[config.mk]
export PLATFORM = sky130hd
export DESIGN_NAME = framed_motor_command_receiver
export DESIGN_NICKNAME = d
export VERILOG_FILES = /design/src/hdl/fmcr_pkg.sv /design/src/hdl/framed_motor_command_receiver.sv
export SDC_FILE = /design/constraint.sdc
export NUM_CORES = 1
export LEC_CHECK = 0
export ABC_CLOCK_PERIOD_IN_PS = 21600
export BUFFER_PORTS_ARGS = -buffer_cell sky130_fd_sc_hd__buf_2
export CORE_ASPECT_RATIO = 0.8
export CORE_UTILIZATION = 40
export CTS_BUF_LIST = sky130_fd_sc_hd__clkbuf_8
export DETAILED_ROUTE_END_ITERATION = 12
export SLEW_MARGIN = 10
export SYNTH_ARGS = -nofsm -noshare
export SYNTH_HDL_FRONTEND = slang
export SYNTH_SLANG_ARGS = --single-unit
[constraint.sdc]
create_clock -name clk -period 21.6 [get_ports clk]
set_clock_uncertainty 0.15 [all_clocks]
set_input_delay 1.08 -clock clk [delete_from_list [all_inputs] [get_ports clk]]
set_output_delay 1.08 -clock clk [all_outputs]
set_load 0.1 [all_outputs]
[src/hdl/fmcr_pkg.sv]
package fmcr_pkg;

  localparam int unsigned BYTE_W     = 8;
  localparam int unsigned DUTY_W     = 16;
  localparam int unsigned SCALE_W    = 8;
  localparam int unsigned CFG_IDX_W  = 1;
  localparam int unsigned CFG_DATA_W = 16;

  localparam logic [BYTE_W-1:0] START_BYTE  = 8'hFF;
  localparam logic [BYTE_W-1:0] STOP_BYTE   = 8'hFE;
  localparam logic [BYTE_W-1:0] SIGN_OFFSET = 8'd128;

  localparam logic [SCALE_W-1:0] DUTY_SCALE_RST = 8'd80;
  localparam logic [DUTY_W-1:0]  DUTY_LIMIT_RST = 16'd10000;

  // Configuration register indexes.
  localparam logic [CFG_IDX_W-1:0] REG_DUTY_SCALE = 1'd0;
  localparam logic [CFG_IDX_W-1:0] REG_DUTY_LIMIT = 1'd1;

  typedef struct packed {
    logic [DUTY_W-1:0] duty;
    logic              dir_upd;
    logic              dir;
  } drive_t;

  // Offset-binary command byte to sign-magnitude drive. A centered byte
  // gives zero duty and leaves the direction alone.
  function automatic drive_t fmcr_drive(input logic [BYTE_W-1:0]  raw,
                                        input logic [SCALE_W-1:0] scale,
                                        input logic [DUTY_W-1:0]  limit);
    drive_t             res;
    logic [BYTE_W-1:0]  mag;
    logic [DUTY_W-1:0]  prod;
    res = '0;
    mag = '0;
    if (raw > SIGN_OFFSET) begin
      mag         = raw - SIGN_OFFSET;
      res.dir_upd = 1'b1;
      res.dir     = 1'b1;
    end else if (raw < SIGN_OFFSET) begin
      mag         = SIGN_OFFSET - raw;
      res.dir_upd = 1'b1;
      res.dir     = 1'b0;
    end
    prod     = DUTY_W'(mag) * DUTY_W'(scale);
    res.duty = (prod > limit) ? limit : prod;
    return res;
  endfunction

endpackage

[src/hdl/framed_motor_command_receiver.sv]
// Framed motor command receiver. The in_ channel carries one serial byte
// per transaction. Frames are a 0xFF start byte, four data bytes and a 0xFE
// stop byte; any 0xFF restarts the frame, and a wrong stop byte drops the
// frame without a result. Each well-ended frame produces one transaction on
// the out_ channel with the duty and direction of both motors, taken from
// data bytes one and four. The cfg_ channel writes duty_scale (index 0) and
// duty_limit (index 1); it is always ready and is meant to be used only
// while the block is idle.
//
// Throughput is one byte per cycle while in_ready is high. Parsing happens
// at the edge that accepts the byte; a completed frame is held in one
// intermediate register where the 8x8 duty multiply and the limit compare
// are done, and the result lands in the output register. When the receiver
// stalls out_ready, the output register and the intermediate register still
// absorb one frame each; in_ready drops only while both are occupied and the
// output is not taken.
//
// Reset (synchronous, rst_n low) idles the parser, empties both pipeline
// registers, restores duty_scale to 80 and duty_limit to 10000, and sets the
// right direction to reverse and the left direction to forward.
module framed_motor_command_receiver (
  input  logic                              clk,
  input  logic                              rst_n,
  input  logic                              in_valid,
  output logic                              in_ready,
  input  logic [fmcr_pkg::BYTE_W-1:0]       in_serial_byte,
  output logic                              out_valid,
  input  logic                              out_ready,
  output logic [fmcr_pkg::DUTY_W-1:0]       out_right_duty,
  output logic [fmcr_pkg::DUTY_W-1:0]       out_left_duty,
  output logic                              out_right_forward,
  output logic                              out_left_forward,
  input  logic                              cfg_valid,
  output logic                              cfg_ready,
  input  logic [fmcr_pkg::CFG_IDX_W-1:0]    cfg_index,
  input  logic [fmcr_pkg::CFG_DATA_W-1:0]   cfg_data
);
  import fmcr_pkg::*;

  typedef enum logic [2:0] {
    ST_WAIT,
    ST_DATA1,
    ST_DATA2,
    ST_DATA3,
    ST_DATA4,
    ST_STOP
  } frame_state_t;

  frame_state_t         state_r, state_nxt;
  logic [BYTE_W-1:0]    right_byte_r, right_byte_nxt;
  logic [BYTE_W-1:0]    left_byte_r, left_byte_nxt;

  // Completed-frame register between the parser and the drive math.
  logic                 s1_valid_r, s1_valid_nxt;
  logic [BYTE_W-1:0]    s1_right_r, s1_right_nxt;
  logic [BYTE_W-1:0]    s1_left_r, s1_left_nxt;

  logic                 out_valid_r, out_valid_nxt;
  logic [DUTY_W-1:0]    right_duty_r, right_duty_nxt;
  logic [DUTY_W-1:0]    left_duty_r, left_duty_nxt;
  logic                 right_dir_r, right_dir_nxt;
  logic                 left_dir_r, left_dir_nxt;

  logic [SCALE_W-1:0]   duty_scale_r, duty_scale_nxt;
  logic [DUTY_W-1:0]    duty_limit_r, duty_limit_nxt;

  logic                 in_fire;
  logic                 frame_done;
  logic                 out_free;
  logic                 s1_take;
  drive_t               right_drv;
  drive_t               left_drv;

  // The output register frees up when empty or taken this cycle; the frame
  // register moves forward whenever the output register is free.
  assign out_free  = !out_valid_r || out_ready;
  assign s1_take   = s1_valid_r && out_free;
  assign in_ready  = !s1_valid_r || out_free;
  assign in_fire   = in_valid && in_ready;
  assign cfg_ready = 1'b1;

  assign frame_done = in_fire && (state_r == ST_STOP) && (in_serial_byte == STOP_BYTE);

  assign right_drv = fmcr_drive(s1_right_r, duty_scale_r, duty_limit_r);
  assign left_drv  = fmcr_drive(s1_left_r, duty_scale_r, duty_limit_r);

  always_comb begin
    state_nxt      = state_r;
    right_byte_nxt = right_byte_r;
    left_byte_nxt  = left_byte_r;
    if (in_fire) begin
      unique case (state_r)
        ST_DATA1: begin
          right_byte_nxt = in_serial_byte;
          state_nxt      = ST_DATA2;
        end
        ST_DATA2: state_nxt = ST_DATA3;
        ST_DATA3: state_nxt = ST_DATA4;
        ST_DATA4: begin
          left_byte_nxt = in_serial_byte;
          state_nxt     = ST_STOP;
        end
        default:  state_nxt = ST_WAIT;
      endcase
      // A start byte restarts the frame from any position.
      if (in_serial_byte == START_BYTE) begin
        state_nxt = ST_DATA1;
      end
    end
  end

  always_comb begin
    s1_valid_nxt = s1_valid_r;
    s1_right_nxt = s1_right_r;
    s1_left_nxt  = s1_left_r;
    if (s1_take) begin
      s1_valid_nxt = 1'b0;
    end
    if (frame_done) begin
      s1_valid_nxt = 1'b1;
      s1_right_nxt = right_byte_r;
      s1_left_nxt  = left_byte_r;
    end
  end

  always_comb begin
    out_valid_nxt  = out_valid_r;
    right_duty_nxt = right_duty_r;
    left_duty_nxt  = left_duty_r;
    right_dir_nxt  = right_dir_r;
    left_dir_nxt   = left_dir_r;
    if (out_valid_r && out_ready) begin
      out_valid_nxt = 1'b0;
    end
    if (s1_take) begin
      out_valid_nxt  = 1'b1;
      right_duty_nxt = right_drv.duty;
      left_duty_nxt  = left_drv.duty;
      if (right_drv.dir_upd) begin
        right_dir_nxt = right_drv.dir;
      end
      if (left_drv.dir_upd) begin
        left_dir_nxt = left_drv.dir;
      end
    end
  end

  always_comb begin
    duty_scale_nxt = duty_scale_r;
    duty_limit_nxt = duty_limit_r;
    if (cfg_valid && cfg_ready) begin
      unique case (cfg_index)
        REG_DUTY_SCALE: duty_scale_nxt = cfg_data[SCALE_W-1:0];
        REG_DUTY_LIMIT: duty_limit_nxt = cfg_data[DUTY_W-1:0];
        default:        ;
      endcase
    end
  end

  always_ff @(posedge clk) begin
    if (!rst_n) begin
      state_r      <= ST_WAIT;
      s1_valid_r   <= 1'b0;
      out_valid_r  <= 1'b0;
      right_dir_r  <= 1'b0;
      left_dir_r   <= 1'b1;
      duty_scale_r <= DUTY_SCALE_RST;
      duty_limit_r <= DUTY_LIMIT_RST;
    end else begin
      state_r      <= state_nxt;
      s1_valid_r   <= s1_valid_nxt;
      out_valid_r  <= out_valid_nxt;
      right_dir_r  <= right_dir_nxt;
      left_dir_r   <= left_dir_nxt;
      duty_scale_r <= duty_scale_nxt;
      duty_limit_r <= duty_limit_nxt;
    end
    right_byte_r <= right_byte_nxt;
    left_byte_r  <= left_byte_nxt;
    s1_right_r   <= s1_right_nxt;
    s1_left_r    <= s1_left_nxt;
    right_duty_r <= right_duty_nxt;
    left_duty_r  <= left_duty_nxt;
  end

  assign out_valid         = out_valid_r;
  assign out_right_duty    = right_duty_r;
  assign out_left_duty     = left_duty_r;
  assign out_right_forward = right_dir_r;
  assign out_left_forward  = left_dir_r;

  // A good stop byte always lands a frame in the intermediate register.
  a_frame_lands: assert property (@(posedge clk) disable iff (!rst_n)
    frame_done |=> s1_valid_r)
    else $error("completed frame was not captured");

  // A held frame waits, unchanged, until the output register takes it.
  a_frame_holds: assert property (@(posedge clk) disable iff (!rst_n)
    (s1_valid_r && !s1_take && !frame_done) |=>
      (s1_valid_r && $stable(s1_right_r) && $stable(s1_left_r)))
    else $error("pending frame lost or changed");

  // A non-start byte while waiting keeps the parser waiting.
  a_wait_stays: assert property (@(posedge clk) disable iff (!rst_n)
    (in_fire && state_r == ST_WAIT && in_serial_byte != START_BYTE) |=>
      (state_r == ST_WAIT))
    else $error("parser left the wait state without a start byte");

  // Any accepted start byte puts the parser at the first data byte.
  a_start_restarts: assert property (@(posedge clk) disable iff (!rst_n)
    (in_fire && in_serial_byte == START_BYTE) |=> (state_r == ST_DATA1))
    else $error("start byte did not restart the frame");

endmodule

==> implementation parameters <==
Parameter                              Value

Global routing
  Routing usage on met1 ... between 20% and 30%
  GRT Util Overall ... between 10% and 20%
  Global Route met2 Usage ... between 20% and 30%
  Maximum number of pins on one net before global-route repair ... 34
  Wire length of the first global-routing pass ... around 33,000 µm
  Aggregate global routing overflow ... 0
  Number of global-route vias before repair ... 6,109
  Highest-utilization routing layer at the global route stage ... met2
  Met3 track demand over resource in global routing ... under 10%
  Antenna violations before repair ... 0

Yosys
  Fraction of the yosys area taken by sequential cells ... roughly 29%
  Number of library cell types mapped by synthesis ... 57
  Count of flip-flops with a built-in enable after synthesis ... 64
  Synth warnings ... 0
  Async set-reset flop share out of synthesis ... 0%
  Mean post-synth cell area ... between 10 and 15 µm²
  Mapped cell area ... 8787 µm²
  Gate count after technology mapping ... between 800 and 900
  Dominant register cell in the synthesized netlist ... sky130_fd_sc_hd__edfxtp_1
  Mapped Nets ... between 1,000 and 1,500
  Number of storage elements in the synthesis netlist ... 95

Floorplanning
  Total die area ... 22,570 µm²
  Std-Cell Rows ... between 40 and 50
  Placeable core area ... between 20,000 and 25,000 µm²
  Die Span X ... 167.7 µm
  Vertical die dimension ... between 100 and 150 µm
  IO Pins ... 67
  Initial cell density of the core ... 40.76%

Final layout
  Leading cell type in the layout, fill and taps excluded ... sky130_fd_sc_hd__inv_1
  Most frequent cells in the layout ... 120 x sky130_fd_sc_hd__inv_1, 106 x sky130_fd_sc_hd__ha_1, 72 x sky130_fd_sc_hd__nand2_1, 72 x sky130_fd_sc_hd__fa_1, 65 x sky130_fd_sc_hd__buf_2
  Layout cell share with drive strength beyond 1 ... 14.50%
  Area growth syn-to-layout ... 9.569%
  Number of antenna repair diodes ... 0
  Fraction of the core area covered by cells at the end of the flow ... about 45%
  Final net count ... ~1,100

Worst hold path
  Worst Hold Path Cells ... 0
  Worst hold-check path type ... reg2reg

Power and ir drop
  Power per cell area ... about 52 nW/µm²
  Leakage power of the design ... ~0.0044 µW
  Worst IR Drop VDD ... between 0.00002 and 0.00003 V

CTS
  Root buffer cell ... sky130_fd_sc_hd__clkbuf_8
  CTS Buf Count ... 9
  Number of clock sinks seen by CTS ... between 90 and 100
  H-tree levels ... 3
  Clk slew on worst S/H paths ... roughly 0.11 ns
  Worst-case clock buffer depth ... 2
  TritonCTS clock tree ... built
  PostCTS Resize Cnt ... 0
  Hold-fix buffer count after cts ... 0
  Later-pin clock latency in the skew report ... 0.40 ns
  Post-CTS setup buffers ... 0

Drt
  Routed vias ... ~6,200
  Number of search-and-repair iterations in the first detailed-routing pass ... 5
  Post-detailed-routing wire length ... ~20,000 µm
  Routed wire per std cell ... between 15 and 20 µm
  Vias per inst ... 5.137
  Remaining antenna violation count ... 0
  Drt drc ... 0
  Initial DRC count ... 310

Place
  Pre-CTS WS ... between 10 and 15 ns
  Total of buffers placed on input and output ports ... 65
  RD Place Congestion ... between 0.8 and 0.9
  Estimated wirelength of the detail-placed design ... around 16,000 µm

Timing
  Slew Limit Fails ... 0
  Number of failing hold endpoints at the final stage ... 0
  Remaining max-slew budget at the tightest pin ... between 20% and 30%
  Setup repair after global routing missed its margin ... false
  Setup-violating endpoint count in the final report ... 0
  Final min period ... just over 8 ns
  Transition time at the pin with the least slew margin ... between 1 and 1.5 ns
  Min setup slack post-route ... about 13 ns
  Upper clock frequency limit ... between 0.1 and 0.15 GHz
  Share of the clock period used by the worst path ... 38.15%
  TNS Setup ... 0 ns

Setup path
  Crit path capture ... out_right_duty[6]$_DFFE_PP_
  Number of cells traversed by the worst register-to-register path ... 27
  Register-to-register setup slack ... between 10 and 15 ns
  Worst R2R End ... out_right_duty[6]$_DFFE_PP_
  Reg2reg start ... s1_right_r[1]$_DFFE_PP_
  Critical Path Start ... s1_right_r[1]$_DFFE_PP_
  Signal arrival time at the worst endpoint ... ~8.2 ns
  Required time worst endpoint ... around 22 ns
  Critical path class ... reg2reg
  Largest fanout on the critical path ... 16
  Crit. End Element ... flop
  Startpoint types ... flop

Job
  Number of violations of the max-capacitance limit ... 0

Outcome
  Run status ... finished, final reports clean
[metrics by stage]
step | instances | total power, µW | area [µm²] | hold slack (ns)
5_1_grt | 1206 | 531.0 | 9628 | 0.2922
3_5_place_dp | 1190 | 370.3 | 9407 | 0.2545
4_1_cts | 1206 | 502.4 | 9628 | 0.2847
3_3_place_gp | 1190 | 369.5 | 9407 | 0.2547
2_1_floorplan | 866 | 332.6 | 8787 | 0.2503
6_report | 1206 | 498.7 | 9628 | 0.2800
[layer usage]
layer / up-vias / wire, µm
li1: 3018 / -
met1: 3072 / 10000
met2: 91 / 9443
met3: 14 / 570
met4: 0 / 214
met5: - / 0
[report_power, final]
group          total, µW  internal, µW  leakage, µW  switching (µW)
clock                133          57.5     0.000113            75.0
sequential           208           201     0.000824            6.95
combinational        158          71.0      0.00347            87.4
[Yosys cell counts, types with 2 or more instances]
cell type,n,share of area [%]
sky130_fd_sc_hd__a2111oi_0,2,0.20
sky130_fd_sc_hd__a2111oi_2,2,0.34
sky130_fd_sc_hd__a211o_1,4,0.40
sky130_fd_sc_hd__a211oi_1,3,0.26
sky130_fd_sc_hd__a21boi_0,22,1.9
sky130_fd_sc_hd__a21o_1,7,0.60
sky130_fd_sc_hd__a21oi_1,28,1.6
sky130_fd_sc_hd__a21oi_2,4,0.40
sky130_fd_sc_hd__a31o_2,2,0.20
sky130_fd_sc_hd__a31oi_1,2,0.14
sky130_fd_sc_hd__and2_1,47,3.3
sky130_fd_sc_hd__and3_1,3,0.21
sky130_fd_sc_hd__buf_4,2,0.17
sky130_fd_sc_hd__clkbuf_1,18,0.77
sky130_fd_sc_hd__dfxtp_1,31,7.1
sky130_fd_sc_hd__edfxtp_1,64,22
sky130_fd_sc_hd__fa_1,72,16
sky130_fd_sc_hd__ha_1,106,15
sky130_fd_sc_hd__inv_1,120,5.1
sky130_fd_sc_hd__mux2_2,30,3.8
sky130_fd_sc_hd__mux2i_1,3,0.34
sky130_fd_sc_hd__nand2_1,72,3.1
sky130_fd_sc_hd__nand2b_1,17,1.2
sky130_fd_sc_hd__nand3_1,10,0.57
sky130_fd_sc_hd__nand4_1,7,0.50
sky130_fd_sc_hd__nor2_1,25,1.1
sky130_fd_sc_hd__nor2b_1,61,4.3
sky130_fd_sc_hd__nor3_1,13,0.74
sky130_fd_sc_hd__nor3b_1,2,0.17
sky130_fd_sc_hd__nor4_1,4,0.28
sky130_fd_sc_hd__o211ai_1,9,0.77
sky130_fd_sc_hd__o21ai_0,15,0.85
sky130_fd_sc_hd__o221a_2,2,0.26
sky130_fd_sc_hd__or2_2,2,0.14
sky130_fd_sc_hd__xnor2_1,26,2.6
sky130_fd_sc_hd__xor2_1,8,0.80
[how the worst min path moves through the flow]
| stage | from | slack, ns | endpoint |
|---|---|---|---|
| after global placement | right_byte_r[7]$_DFFE_PP_ | 0.25 | s1_right_r[7]$_DFFE_PP_ |
| after global routing | left_byte_r[1]$_DFFE_PP_ | 0.29 | s1_left_r[1]$_DFFE_PP_ |
| after detailed placement | left_byte_r[7]$_DFFE_PP_ | 0.25 | s1_left_r[7]$_DFFE_PP_ |
| final | left_byte_r[1]$_DFFE_PP_ | 0.28 | s1_left_r[1]$_DFFE_PP_ |
| after floorplan | left_byte_r[0]$_DFFE_PP_ | 0.25 | s1_left_r[0]$_DFFE_PP_ |
| after CTS | left_byte_r[1]$_DFFE_PP_ | 0.28 | s1_left_r[1]$_DFFE_PP_ |
[cell families after synthesis]
| logic type | synth area share, % |
|---|---|
| and+or+nand+nor | 16.28 |
| AOI/OAI and AO/OA | 9.355 |
| xor gates and xnor gates | 3.389 |
| muxes | 4.314 |
| DFF | 28.93 |
| adders and majority gates | 31.50 |
| other | 0.04268 |
| buffers and inverters | 6.194 |
[area by class of cell]
type                            instances  area (µm²)
Timing Repair Buffer                   70       362.8
Multi-Input combinational cell        630        5707
Inverter                              120       450.4
Sequential cell                        95        2542
Clock inverter                          7       97.59
Clock buffer                            9       123.9
Fill cell                            2060       11930
Tap cell                              275       344.1
[sequential cells by signal (all words and copies together), names as in the netlist]
signal             cells
out_left_duty         16
s1_valid_r             1
state_r                3
s1_left_r              8
s1_right_r             8
out_left_forward       1
out_right_forward      1
duty_limit_r          16
out_right_duty        16
left_byte_r            8
duty_scale_r           8
out_valid              1
right_byte_r           8
[worst max-delay path: stages (launching register included)]
cell and delay [ns]:
sky130_fd_sc_hd__edfxtp_1 0.43, sky130_fd_sc_hd__inv_1 0.10, sky130_fd_sc_hd__ha_1 0.18, sky130_fd_sc_hd__nand2_1 0.08, sky130_fd_sc_hd__nor4_1 0.37, sky130_fd_sc_hd__nor3_1 0.09, sky130_fd_sc_hd__a21oi_1 0.59, sky130_fd_sc_hd__nand2b_1 0.22
sky130_fd_sc_hd__fa_1 0.46, sky130_fd_sc_hd__fa_1 0.55, sky130_fd_sc_hd__inv_1 0.06, sky130_fd_sc_hd__fa_1 0.53, sky130_fd_sc_hd__inv_1 0.05, sky130_fd_sc_hd__fa_1 0.52, sky130_fd_sc_hd__inv_1 0.04, sky130_fd_sc_hd__ha_1 0.38
sky130_fd_sc_hd__o211a_1 0.20, sky130_fd_sc_hd__nand2_1 0.10, sky130_fd_sc_hd__a2111oi_0 0.47, sky130_fd_sc_hd__nor3_1 0.12, sky130_fd_sc_hd__xnor2_1 0.35, sky130_fd_sc_hd__ha_1 0.22, sky130_fd_sc_hd__and3_1 0.17, sky130_fd_sc_hd__nand4_1 0.12
sky130_fd_sc_hd__nor2_1 0.18, sky130_fd_sc_hd__a211oi_1 0.11, sky130_fd_sc_hd__a21oi_2 0.72, sky130_fd_sc_hd__mux2_2 0.43
No activity file was read; power rests on OpenSTA's default activity.
